### src/rtl/fsbc_pkg.sv
// shared types and constants for the feistel s-box block cipher core
`timescale 1ns / 1ps

package fsbc_pkg;

	localparam int unsigned IdxW = 11;
	localparam int unsigned WordW = 32;

	localparam logic [IdxW-1:0] SUBKEY_COUNT = 11'd6;
	localparam logic [IdxW-1:0] SBOX0_BASE = 11'h012;
	localparam logic [IdxW-1:0] TABLE_DEPTH = 11'd1042;

	localparam int unsigned SBOX_COUNT = 4;
	localparam int unsigned SBOX_DEPTH = 256;
	localparam int unsigned ROUNDS = 4;
	// entry register, two registers per round, output register
	localparam int unsigned PIPE_DEPTH = 2 + 2 * ROUNDS;

	typedef enum logic [1:0] {
		FUNC_LOAD = 2'd0,
		FUNC_ENC  = 2'd1,
		FUNC_DEC  = 2'd2
	} func_t;

	typedef struct packed {
		func_t             func;
		logic [IdxW-1:0]   table_index;
		logic [WordW-1:0]  table_word;
		logic [WordW-1:0]  left_word;
		logic [WordW-1:0]  right_word;
		logic              block_last;
	} cmd_t;

	typedef struct packed {
		logic [WordW-1:0]  out_left;
		logic [WordW-1:0]  out_right;
		logic              result_last;
	} res_t;

	// decoded item as it moves down the pipeline
	typedef struct packed {
		logic              crypt;
		logic              dec;
		logic              last;
		logic              ld_key;
		logic [2:0]        key_sel;
		logic              ld_sbox;
		logic [1:0]        sbox_sel;
		logic [7:0]        sbox_addr;
		logic [WordW-1:0]  word;
		logic [WordW-1:0]  x;
		logic [WordW-1:0]  y;
	} item_t;

	typedef struct packed {
		logic  vld;
		item_t item;
	} link_t;

endpackage

### src/rtl/fsbc_exit.sv
// output register with the final subkey xor and half swap
`timescale 1ns / 1ps

module fsbc_exit (
	input  logic               clk,
	input  logic               arst_n,
	input  fsbc_pkg::link_t    up,
	output logic               up_take,
	output logic               res_valid,
	input  logic               res_stall,
	output fsbc_pkg::res_t     res
);

	logic                   res_vld_q;
	fsbc_pkg::res_t         res_q;
	logic [31:0]            p0_q;
	logic [31:0]            p5_q;

	assign up_take = !res_vld_q || !res_stall;

	always_ff @(posedge clk or negedge arst_n) begin
		if (!arst_n) begin
			res_vld_q <= 1'b0;
		end else if (up_take) begin
			// loads and unused codes end here without a result beat
			res_vld_q <= up.vld && up.item.crypt;
		end
	end

	always_ff @(posedge clk) begin
		if (up_take) begin
			res_q.out_left <= up.item.y ^ (up.item.dec ? p0_q : p5_q);
			res_q.out_right <= up.item.x;
			res_q.result_last <= up.item.last;
		end
	end

	always_ff @(posedge clk) begin
		if (up_take && up.vld && up.item.ld_key) begin
			if (up.item.key_sel == 3'd0) begin
				p0_q <= up.item.word;
			end
			if (up.item.key_sel == 3'd5) begin
				p5_q <= up.item.word;
			end
		end
	end

	assign res_valid = res_vld_q;
	assign res = res_q;

endmodule

### config.mk
export PLATFORM = sky130hd
export DESIGN_NAME = fsbc_exit
export DESIGN_NICKNAME = d
export VERILOG_FILES = /design/src/rtl/fsbc_pkg.sv /design/src/rtl/fsbc_exit.sv
export SDC_FILE = /design/constraint.sdc
export NUM_CORES = 1
export LEC_CHECK = 0
export BUFFER_PORTS_ARGS = -buffer_cell sky130_fd_sc_hd__buf_4
export CAP_MARGIN = 15
export CORE_ASPECT_RATIO = 1.25
export CORE_MARGIN = 4
export CORE_UTILIZATION = 40
export CTS_CLUSTER_SIZE = 24
export DETAILED_ROUTE_END_ITERATION = 12
export PLACE_DENSITY = 0.68
export SETUP_SLACK_MARGIN = 0.02
export SLEW_MARGIN = 20
export SYNTH_ARGS = -nofsm -noshare
export SYNTH_HDL_FRONTEND = slang
export SYNTH_SLANG_ARGS = --single-unit
export TNS_END_PERCENT = 50
### constraint.sdc
create_clock -name clk -period 10.5 [get_ports clk]
set_input_delay 2.1 -clock clk [delete_from_list [all_inputs] [get_ports clk]]
set_output_delay 2.1 -clock clk [all_outputs]
set_load 0.01 [all_outputs]
==> run_results.csv, run 1 <==
group,metric,value,unit
hold_path,hold_start,"p5_q[4]",
route,top_layer_used,"met4",
critical_path,crit_type,"in2out",
global_routing,antenna_found_initial,0,
power_and_ir_drop,powerDensity,198,nW/um2
route,first_pass_iters,4,
synthesis,ys_seq_area_frac,0.847,
synthesis,synthTopCellsByArea,"edfxtp_1 (84%), mux2i_1 (7.0%), xnor2_1 (6.1%), buf_8 (0.98%), dfrtp_1 (0.54%)",
power_and_ir_drop,power_frac_seq,0.462,
synthesis,synthDominantCellAreaShare,0.842,
cells_and_area,nFillCells,844,
status,outcome,"complete, no violations",
power_and_ir_drop,power.share.switching,0.197,
die,die_h,128,um
synthesis,synth.avg_cell_area,22.3,um2
clocking,post_cts_buffers,0,
clocking,clock-sinks,130,
critical_path,worstReg2RegStart,"res_valid",
die,die_x,104,um
critical_path,cp_max_fo,3,
hold_path,hold_path_class,"reg2reg",
cells_and_area,drive_gt1_frac,0.507,
clocking,cts_resized,0,
critical_path,critPathCaptureType,"primary output",
global_routing,gr-usage-all-layers,0.133,
critical_path,reg2reg_to,"res[15]",
power_and_ir_drop,combPwrFrac,0.082,
power_and_ir_drop,ir_drop,0.106,mV
synthesis,ys_warn_count,0,
cells_and_area,diodes,0,
timing,worstMarginPinSlew,863,ps
clocking,root_buffer,"clkbuf_16",
clocking,h-tree-depth,4,
route,met1Wirelength,3290,um
critical_path,critPathArrivalTime,2580,ps
synthesis,synth_top_cell_by_area,"edfxtp_1",
timing,fmax,214,MHz
route,dr_wl_met2,4730,um
route,route.detailed.drc,0,
synthesis,synth.distinct_cells,13,
power_and_ir_drop,leakagePower,2.66,nW
timing,timing_hold_violations_final,0,
global_routing,overflow,0,
global_routing,grt_max_degree,67,
clocking,clk_pin_slew,50,ps
route,drt_iter0_markers,51,
route,detail_route.wirelength,8790,um
critical_path,worst-r2r-cell-count,3,
power_and_ir_drop,p_int,1.06,mW
route,final_antenna_net_count,0,
place,dp_hpwl,6090,um
timing,setup-violations-final,0,
power_and_ir_drop,clockPowerShare,0.456,
synthesis,netlist_area,4600,um2
critical_path,reg2reg_slack,8770,ps
hold_path,min_to,"res[37]",
synthesis,synthCells,206,
global_routing,grt_pass1_wl,13300,um
synthesis,ys_ff_latch,130,
clocking,numCtsBuffers,17,
die,start_util,0.411,
timing,slew_headroom,0.424,
cells_and_area,areaGrowthSynthToFinish,44.8,%
clocking,cts_hold_buf,0,
route,wire_per_inst,16.1,um
timing,skew,2.65,ps
place,numPortBuffers,173,
critical_path,start_kind,"input pin",
timing,rsz0062_at_grt,"false",
clocking,cts_tree,"built",
timing,drv_slew,0,
power_and_ir_drop,p_switching,0.259,mW
synthesis,syn_nets,324,
job,cap_violations,0,
route,drt-vias-per-instance,4.55,
timing,fin_crit,4680,ps
die,coreArea,11200,um2
timing,timing.setup.tns,0,ps
die,ioPinCount,185,
critical_path,cp_data_required_time,8400,ps
timing,hold_slack,615,ps
clocking,clk_path_buf_depth,2,
die,row_count,43,
global_routing,grt_pass1_vias,2686,
die,fp.dieArea,13300,um2
cells_and_area,final_nets,515,
place,gp_congestion,0.728,
route,vias,2480,
route,wl_met3,673,um
timing,post-route-period-util,0.446,
hold_path,holdPathStages,2,
clocking,clkLatencyLatePin,390,ps
==> worst max-delay path: stages <==
cell and delay [ps]:
buf_4 70, and2_1 210, inv_2 50, buf_4 140
==> cells in the final DEF (no fill, tap or decap), drive strengths merged <==
cell,Yosys,routed
and2,1,1
buf,4,176
bufinv,0,4
clkbuf,0,17
clkinv,0,5
clkinvlp,0,4
dfrtp,1,1
edfxtp,129,129
inv,1,3
mux2i,32,32
nand2,2,2
nand3,1,1
nand3b,1,1
nor4,1,1
nor4b,1,1
xnor2,32,32
==> worst max path at each step <==
| stage | cells after the start | slack (ps) | from | endpoint |
|---|---|---|---|---|
| finish | 4 | 5820 | res_stall | up_take |
| global route | 4 | 5780 | res_stall | up_take |
| CTS | 4 | 5820 | res_stall | up_take |
| detailed placement | 4 | 5830 | res_stall | up_take |
| global placement | 4 | 5840 | res_stall | up_take |
| floorplan | 2 | 4340 | res_stall | p5_q[0] |
==> layer usage <==
| metal | global-route usage | vias to the layer above |
|---|---|---|
| met5 | 0 | - |
| met4 | 0.0516 | 0 |
| met3 | 0.0589 | 10 |
| met2 | 0.238 | 115 |
| met1 | 0.136 | 1172 |
| li1 | - | 1183 |
==> synth_stat cells <==
master,instances
dfrtp_1,1
inv_1,1
nor4_1,1
nand3b_1,1
nand2_1,2
mux2i_1,32
and2_1,1
xnor2_1,32
buf_6,1
buf_8,3
nand3_1,1
edfxtp_1,129
nor4b_1,1
==> layout make-up <==
| class | instances | area (um2) | area share |
|---|---|---|---|
| clock buffers | 17 | 425 | 0.0639 |
| flip-flops and latches | 130 | 3900 | 0.585 |
| clock inverters | 15 | 189 | 0.0284 |
| repair buffers | 176 | 1320 | 0.198 |
| well taps | 135 | 169 | 0.0254 |
| multi-input cells | 71 | 654 | 0.0982 |
| inverters | 1 | 3.75 | 0.000563 |
==> power by group through the flow <==
stage	clock, mW	sequential [mW]	combinational, mW
6_report	0.602	0.609	0.108
5_1_grt	0.643	0.612	0.116
3_5_place_dp	0	0.620	0.110
3_3_place_gp	0	0.620	0.107
2_1_floorplan	0	0.633	0.0245
4_1_cts	0.617	0.610	0.110
==> cells by family (layout without fill, tap and decap cells) <==
| group | after synthesis | count (layout) | synth area share |
|---|---|---|---|
| flip-flops | 130 | 130 | 0.847 |
| XOR/XNOR | 32 | 32 | 0.0609 |
| AND/OR/NAND/NOR | 7 | 7 | 0.00898 |
| buffers and inverters | 5 | 209 | 0.0131 |
| multiplexers | 32 | 32 | 0.0696 |
==> metrics by stage <==
step                area [um2]  power, mW  instances  utilization  setup WS [ps]
floorplan                 4600      0.658        206            -           4340
global placement          6050      0.727        513        0.540           5840
detailed placement        6050      0.730        513        0.540           5830
CTS                       6660       1.34        545        0.595           5820
global route              6660       1.37        545        0.595           5780
finish                    6660       1.32        545        0.595           5820
==> flip-flops by register name (all words and copies together), names as in the netlist <==
signal and count:
res_valid 1, p5_q 32, p0_q 32, res 65
Note: power is estimated with default switching activity, not from simulation.
==> run 2: changes to the inputs <==
Clock period 10.5 ns to 4.5 ns, I/O delays scaled along.
==> run 2 against run 1 <==
Effect of this change:
- clock skew is 5.3 ps higher
- critical endpoint unchanged
- via count is 0.73% higher
- largest power group unchanged
- largest cell class unchanged
- critical path type unchanged
- non-clock buffer count stayed put
- cell count is 0.18% lower
- cell area is 0.15% higher
- flip-flop and latch count stayed put
- clock power is 130% higher
- first-iteration DRC count is 12% lower
==> run_results.csv, run 2 (synthesized netlist as in run 1, its figures left out) <==
group,metric,value,unit
cells_and_area,instances_no_fill,544,
place,placed_cells,513,
timing,setup-violations-final,0,
critical_path,startpoint,"res_stall",
cells_and_area,areaGrowthSynthToFinish,45.0,%
timing,fmax,434,MHz
critical_path,crit_type,"in2out",
critical_path,start_kind,"input pin",
critical_path,cp_max_fo,3,
critical_path,cp-endpoint,"up_take",
global_routing,gr-usage-all-layers,0.134,
critical_path,worst-r2r-cell-count,3,
critical_path,reg2reg_slack,2730,ps
timing,slew_headroom,0.413,
power_and_ir_drop,leakagePower,2.67,nW
timing,post-route-period-util,0.511,
route,drt-vias-per-instance,4.59,
route,final_antenna_net_count,0,
die,fp.dieArea,13300,um2
cells_and_area,final_util,0.596,
die,coreArea,11200,um2
timing,timing_hold_violations_final,0,
route,route.detailed.drc,0,
power_and_ir_drop,ir_drop,0.277,mV
die,start_util,0.411,
clocking,cts_tree,"built",
timing,skew,7.92,ps
critical_path,worstReg2RegStart,"res_valid",
route,wire_per_inst,16.0,um
place,numPortBuffers,173,
place,gp_congestion,0.741,
clocking,clk_path_buf_depth,2,
route,vias,2498,
cells_and_area,final_nets,515,
hold_path,hold_path_class,"in2async",
clocking,clk_pin_slew,60,ps
global_routing,overflow,0,
die,row_count,43,
die,die_x,104,um
status,outcome,"complete, no violations",
job,cap_violations,0,
clocking,cts_hold_buf,0,
clocking,root_buffer,"clkbuf_16",
clocking,clock-sinks,130,
cells_and_area,final_common_cell,"buf_4",
timing,worstMarginPinSlew,880,ps
critical_path,reg2reg_to,"res[46]",
timing,rsz0062_at_grt,"false",
global_routing,grt_max_degree,67,
global_routing,antenna_found_initial,0,
die,ioPinCount,185,
clocking,post_cts_buffers,0,
clocking,cts_resized,0,
timing,fin_crit,2300,ps
cells_and_area,drive_gt1_frac,0.509,
clocking,numCtsBuffers,17,
critical_path,cp_data_required_time,3600,ps
critical_path,critPathArrivalTime,1400,ps
critical_path,critPathCaptureType,"primary output",
timing,drv_slew,0,
power_and_ir_drop,powerDensity,462,nW/um2
cells_and_area,largest_reg_flops,65,
route,first_pass_iters,4,
global_routing,grt_pass1_wl,13500,um
cells_and_area,final_cell_mix,"buf_4 (176), edfxtp_1 (129), mux2i_1 (32), xnor2_1 (32), clkbuf_16 (17)",
die,die_h,128,um
global_routing,grt_pass1_vias,2635,
clocking,clkLatencyLatePin,400,ps
route,detail_route.wirelength,8710,um
route,drt_iter0_markers,45,
cells_and_area,diodes,0,
clocking,h-tree-depth,4,
place,dp_hpwl,5930,um
==> run 2: cell count changes in the layout (fill, tap and decap cells not counted), sizes merged <==
cell	delta
clkbuf	+1
clkinvlp	-1
inv	-1
==> run 2: routing by layer <==
| layer | vias to the layer above | track usage | share of wire |
|---|---|---|---|
| li1 | 1180 | - | - |
| met1 | 1185 | 0.145 | 0.38 |
| met2 | 119 | 0.233 | 0.53 |
| met3 | 14 | 0.0549 | 0.076 |
| met4 | 0 | 0.0587 | 0.016 |
| met5 | - | 0 | 0 |
==> run 2: report_power, final <==
part	internal, mW	switching [mW]
sequential	1.41	0.0165
clock	0.924	0.486
combinational	0.146	0.106
==> run 2: metrics by stage <==
stage               hold slack [ps]  cell area (um2)  setup slack [ps]  total power, mW  setup TNS, ps
finish                          259             6670              2200             3.08              0
CTS                             242             6670              2190             3.12              0
floorplan                       587             4610              -169             1.53          -5410
detailed placement              603             6060              2120             1.70              0
global route                    234             6670              2150             3.20              0
global placement                593             6060              2180             1.70              0
==> run 2: layout make-up <==
class                      count  area, um2
tap                          135        169
sequential                   130       3900
clock inverter                13        186
inverter                       1       3.75
clock buffer                  18        429
multi-input combinational     71        663
fill                         866       4520
timing repair buffer         176       1320
==> run 2: worst min path at each step <==
stage	end	slack, ps	cells after the start
2_1_floorplan	res[33]	590	2
3_3_place_gp	res[62]	590	2
3_5_place_dp	res[58]	600	2
4_1_cts	res_valid	240	1
5_1_grt	res_valid	230	1
6_report	res_valid	260	1
==> run 2: worst max-delay path: stages <==
cell	delay (ps)
buf_4	80
and2_1	230
inv_2	60
buf_4	140
==> run 3: changes to the inputs <==
Settings changed: ABC_AREA set to 1, PLACE_DENSITY 0.68 to 0.66.
Clock period 4.5 ns to 2.2 ns, I/O delays scaled along.
==> run 3 against run 2 <==
Effect of this change:
- clock skew about the same
- flip-flop and latch count unchanged
- combinational power increased by 130%
- wire length grew 30%
- critical path type is now reg2out
- largest cell class unchanged
- count of clock-buffer cells in the layout decreased by 1
==> run_results.csv, run 3 <==
group,metric,value,unit
cells_and_area,instances_no_fill,843,
job,cap_violations,0,
clocking,clkLatencyLatePin,390,ps
power_and_ir_drop,combPwrFrac,0.090,
global_routing,grt_pass1_vias,3903,
clocking,root_buffer,"clkbuf_16",
clocking,cts_tree,"built",
synthesis,synthTopCellsByArea,"edfxtp_1 (72%), nand2_1 (12%), inv_1 (6.8%), nand3_1 (6.1%), clkbuf_8 (1.5%)",
place,gp_congestion,0.743,
synthesis,syn_nets,593,
route,final_antenna_net_count,0,
synthesis,synthDominantCellAreaShare,0.725,
clocking,post_cts_buffers,0,
critical_path,cp_max_fo,39,
route,drt_iter0_markers,110,
critical_path,cp_num_buf_inv,2,
cells_and_area,final_common_cell,"buf_4",
hold_path,hold_path_class,"in2reg",
global_routing,antenna_found_initial,0,
clocking,cts_resized,0,
critical_path,cp_slowest_stage_delay,440,ps
cells_and_area,areaGrowthSynthToFinish,39.9,%
synthesis,synth.avg_cell_area,11.3,um2
power_and_ir_drop,power,6.37,mW
timing,drv_slew,0,
clocking,h-tree-depth,4,
die,start_util,0.415,
power_and_ir_drop,p_switching,1.32,mW
clocking,clk_pin_slew,60,ps
synthesis,synth_edf_count,129,
critical_path,crit_path_cell_trace,"nand2_8, buf_4, buf_4",
timing,rsz0062_at_grt,"false",
critical_path,start_kind,"register",
timing,fmax,502,MHz
power_and_ir_drop,leakagePower,3.51,nW
power_and_ir_drop,ir_drop,0.453,mV
die,die_h,137,um
synthesis,ys_seq_area_frac,0.729,
critical_path,crit_type,"reg2out",
global_routing,grt_max_degree,65,
timing,timing.setup.tns,0,ps
timing,skew,8.11,ps
timing,timing_hold_violations_final,0,
cells_and_area,final_cell_mix,"buf_4 (177), nand2_1 (164), edfxtp_1 (129)",
route,route.detailed.drc,0,
clocking,cts_hold_buf,1,
power_and_ir_drop,p_int,5.05,mW
cells_and_area,largest_reg_flops,65,
global_routing,overflow,0,
critical_path,critPathArrivalTime,1550,ps
cells_and_area,drive_gt1_frac,0.316,
critical_path,path_delay_family,"buffers and inverters",
synthesis,synth.distinct_cells,10,
clocking,clk_path_buf_depth,2,
die,coreArea,12900,um2
clocking,numCtsBuffers,17,
synthesis,synthTopCellsByCount,"nand2_1 (165), edfxtp_1 (129), inv_1 (97)",
synthesis,synth_most_common_cell,"nand2_1",
route,first_pass_iters,4,
synthesis,synth-main-ff-cell,"edfxtp_1",
place,numPortBuffers,173,
place,dp_hpwl,7850,um
global_routing,grt_pass1_wl,17900,um
critical_path,critPathCaptureType,"primary output",
synthesis,synthCells,475,
route,detail_route.wirelength,11300,um
place,placed_cell_area,6860,um2
synthesis,ys_ff_latch,130,
critical_path,slowest_stage,"dfrtp_1",
critical_path,cp_common_cell,"buf_4",
critical_path,cp_data_required_time,1760,ps
synthesis,ys_warn_count,0,
timing,slew_headroom,0.676,
synthesis,synth_top_cell_by_area,"edfxtp_1",
place,placed_cells,810,
route,vias,3819,
timing,setup-violations-final,0,
clocking,clock-sinks,130,
die,row_count,46,
die,fp.dieArea,15300,um2
power_and_ir_drop,power.share.switching,0.207,
die,die_x,111,um
timing,worstMarginPinSlew,486,ps
timing,post-route-period-util,0.906,
die,ioPinCount,185,
global_routing,gr-usage-all-layers,0.150,
power_and_ir_drop,power_frac_seq,0.456,
synthesis,netlist_area,5350,um2
route,drt-vias-per-instance,4.53,
cells_and_area,fin_area,7480,um2
power_and_ir_drop,powerDensity,852,nW/um2
power_and_ir_drop,clockPowerShare,0.455,
cells_and_area,final_nets,780,
status,outcome,"complete, no violations",
cells_and_area,diodes,0,
synthesis,ys_async_sr_fraction,0.00769,
timing,fin_crit,1990,ps
route,wire_per_inst,13.4,um
run 3: changes by cell type after synthesis, sizes merged, moves of 3 or more:
cell,previous run,this run
nand2,2,165
inv,1,98
nand3,1,65
mux2i,32,0
xnor2,32,0
clkbuf,0,6
nor2,0,4
buf,4,7
run 3: final timing paths:
check	start	to	slack, ps	cells past startpoint
worst max-delay path	res_valid	up_take	210	3
worst min-delay path	up[44]	res[13]	220	1
worst max register to register	res_valid	p0_q[20]	780	4
worst min register to register	p5_q[4]	res[37]	640	4
max in group asynchronous	arst_n	res_valid	1770	2
min in group asynchronous	arst_n	res_valid	350	2
run 3: worst register-to-register path, cell delays in order, from the launching register on:
cell and delay (ps):
dfrtp_1 440, nand2_8 100, nand3_1 170, nor2_4 170, buf_12 220
run 3: layout make-up:
type | count | area (um2)
repair buffers | 181 | 1400
multi-input cells | 234 | 991
clock buffers | 17 | 425
flip-flops and latches | 130 | 3900
inverters | 98 | 368
fillers | 1061 | 5410
well taps | 168 | 210
clock inverters | 15 | 189
run 3: per-stage QoR:
step	setup WS, ps	hold slack [ps]	util
2_1_floorplan	169	144	-
6_report	208	216	0.580
3_3_place_gp	495	216	0.532
4_1_cts	149	196	0.580
5_1_grt	83.1	186	0.580
3_5_place_dp	473	216	0.532
run 3: routing by layer:
| layer | share of wire | global-route usage | vias up |
|---|---|---|---|
| li1 | - | - | 1899 |
| met4 | 0.011 | 0.0548 | 0 |
| met2 | 0.55 | 0.277 | 111 |
| met5 | 0 | 0 | - |
| met1 | 0.37 | 0.161 | 1797 |
| met3 | 0.063 | 0.0496 | 12 |
run 3: cells by family after synthesis:
| group | count (synthesis) | synth area share |
|---|---|---|
| and+or+nand+nor | 234 | 0.179 |
| DFF | 130 | 0.729 |
| buffers and inverters | 111 | 0.0913 |
run 3: power by group through the flow:
| stage | Clock (mW) | Combinational [mW] | Sequential, mW |
|---|---|---|---|
| final | 2.90 | 0.571 | 2.90 |
| after global routing | 3.09 | 0.627 | 2.91 |
| after CTS | 2.97 | 0.583 | 2.90 |
| after detailed placement | 0 | 0.581 | 2.95 |
| after global placement | 0 | 0.563 | 2.95 |
| after floorplan | 0 | 0.163 | 3.01 |
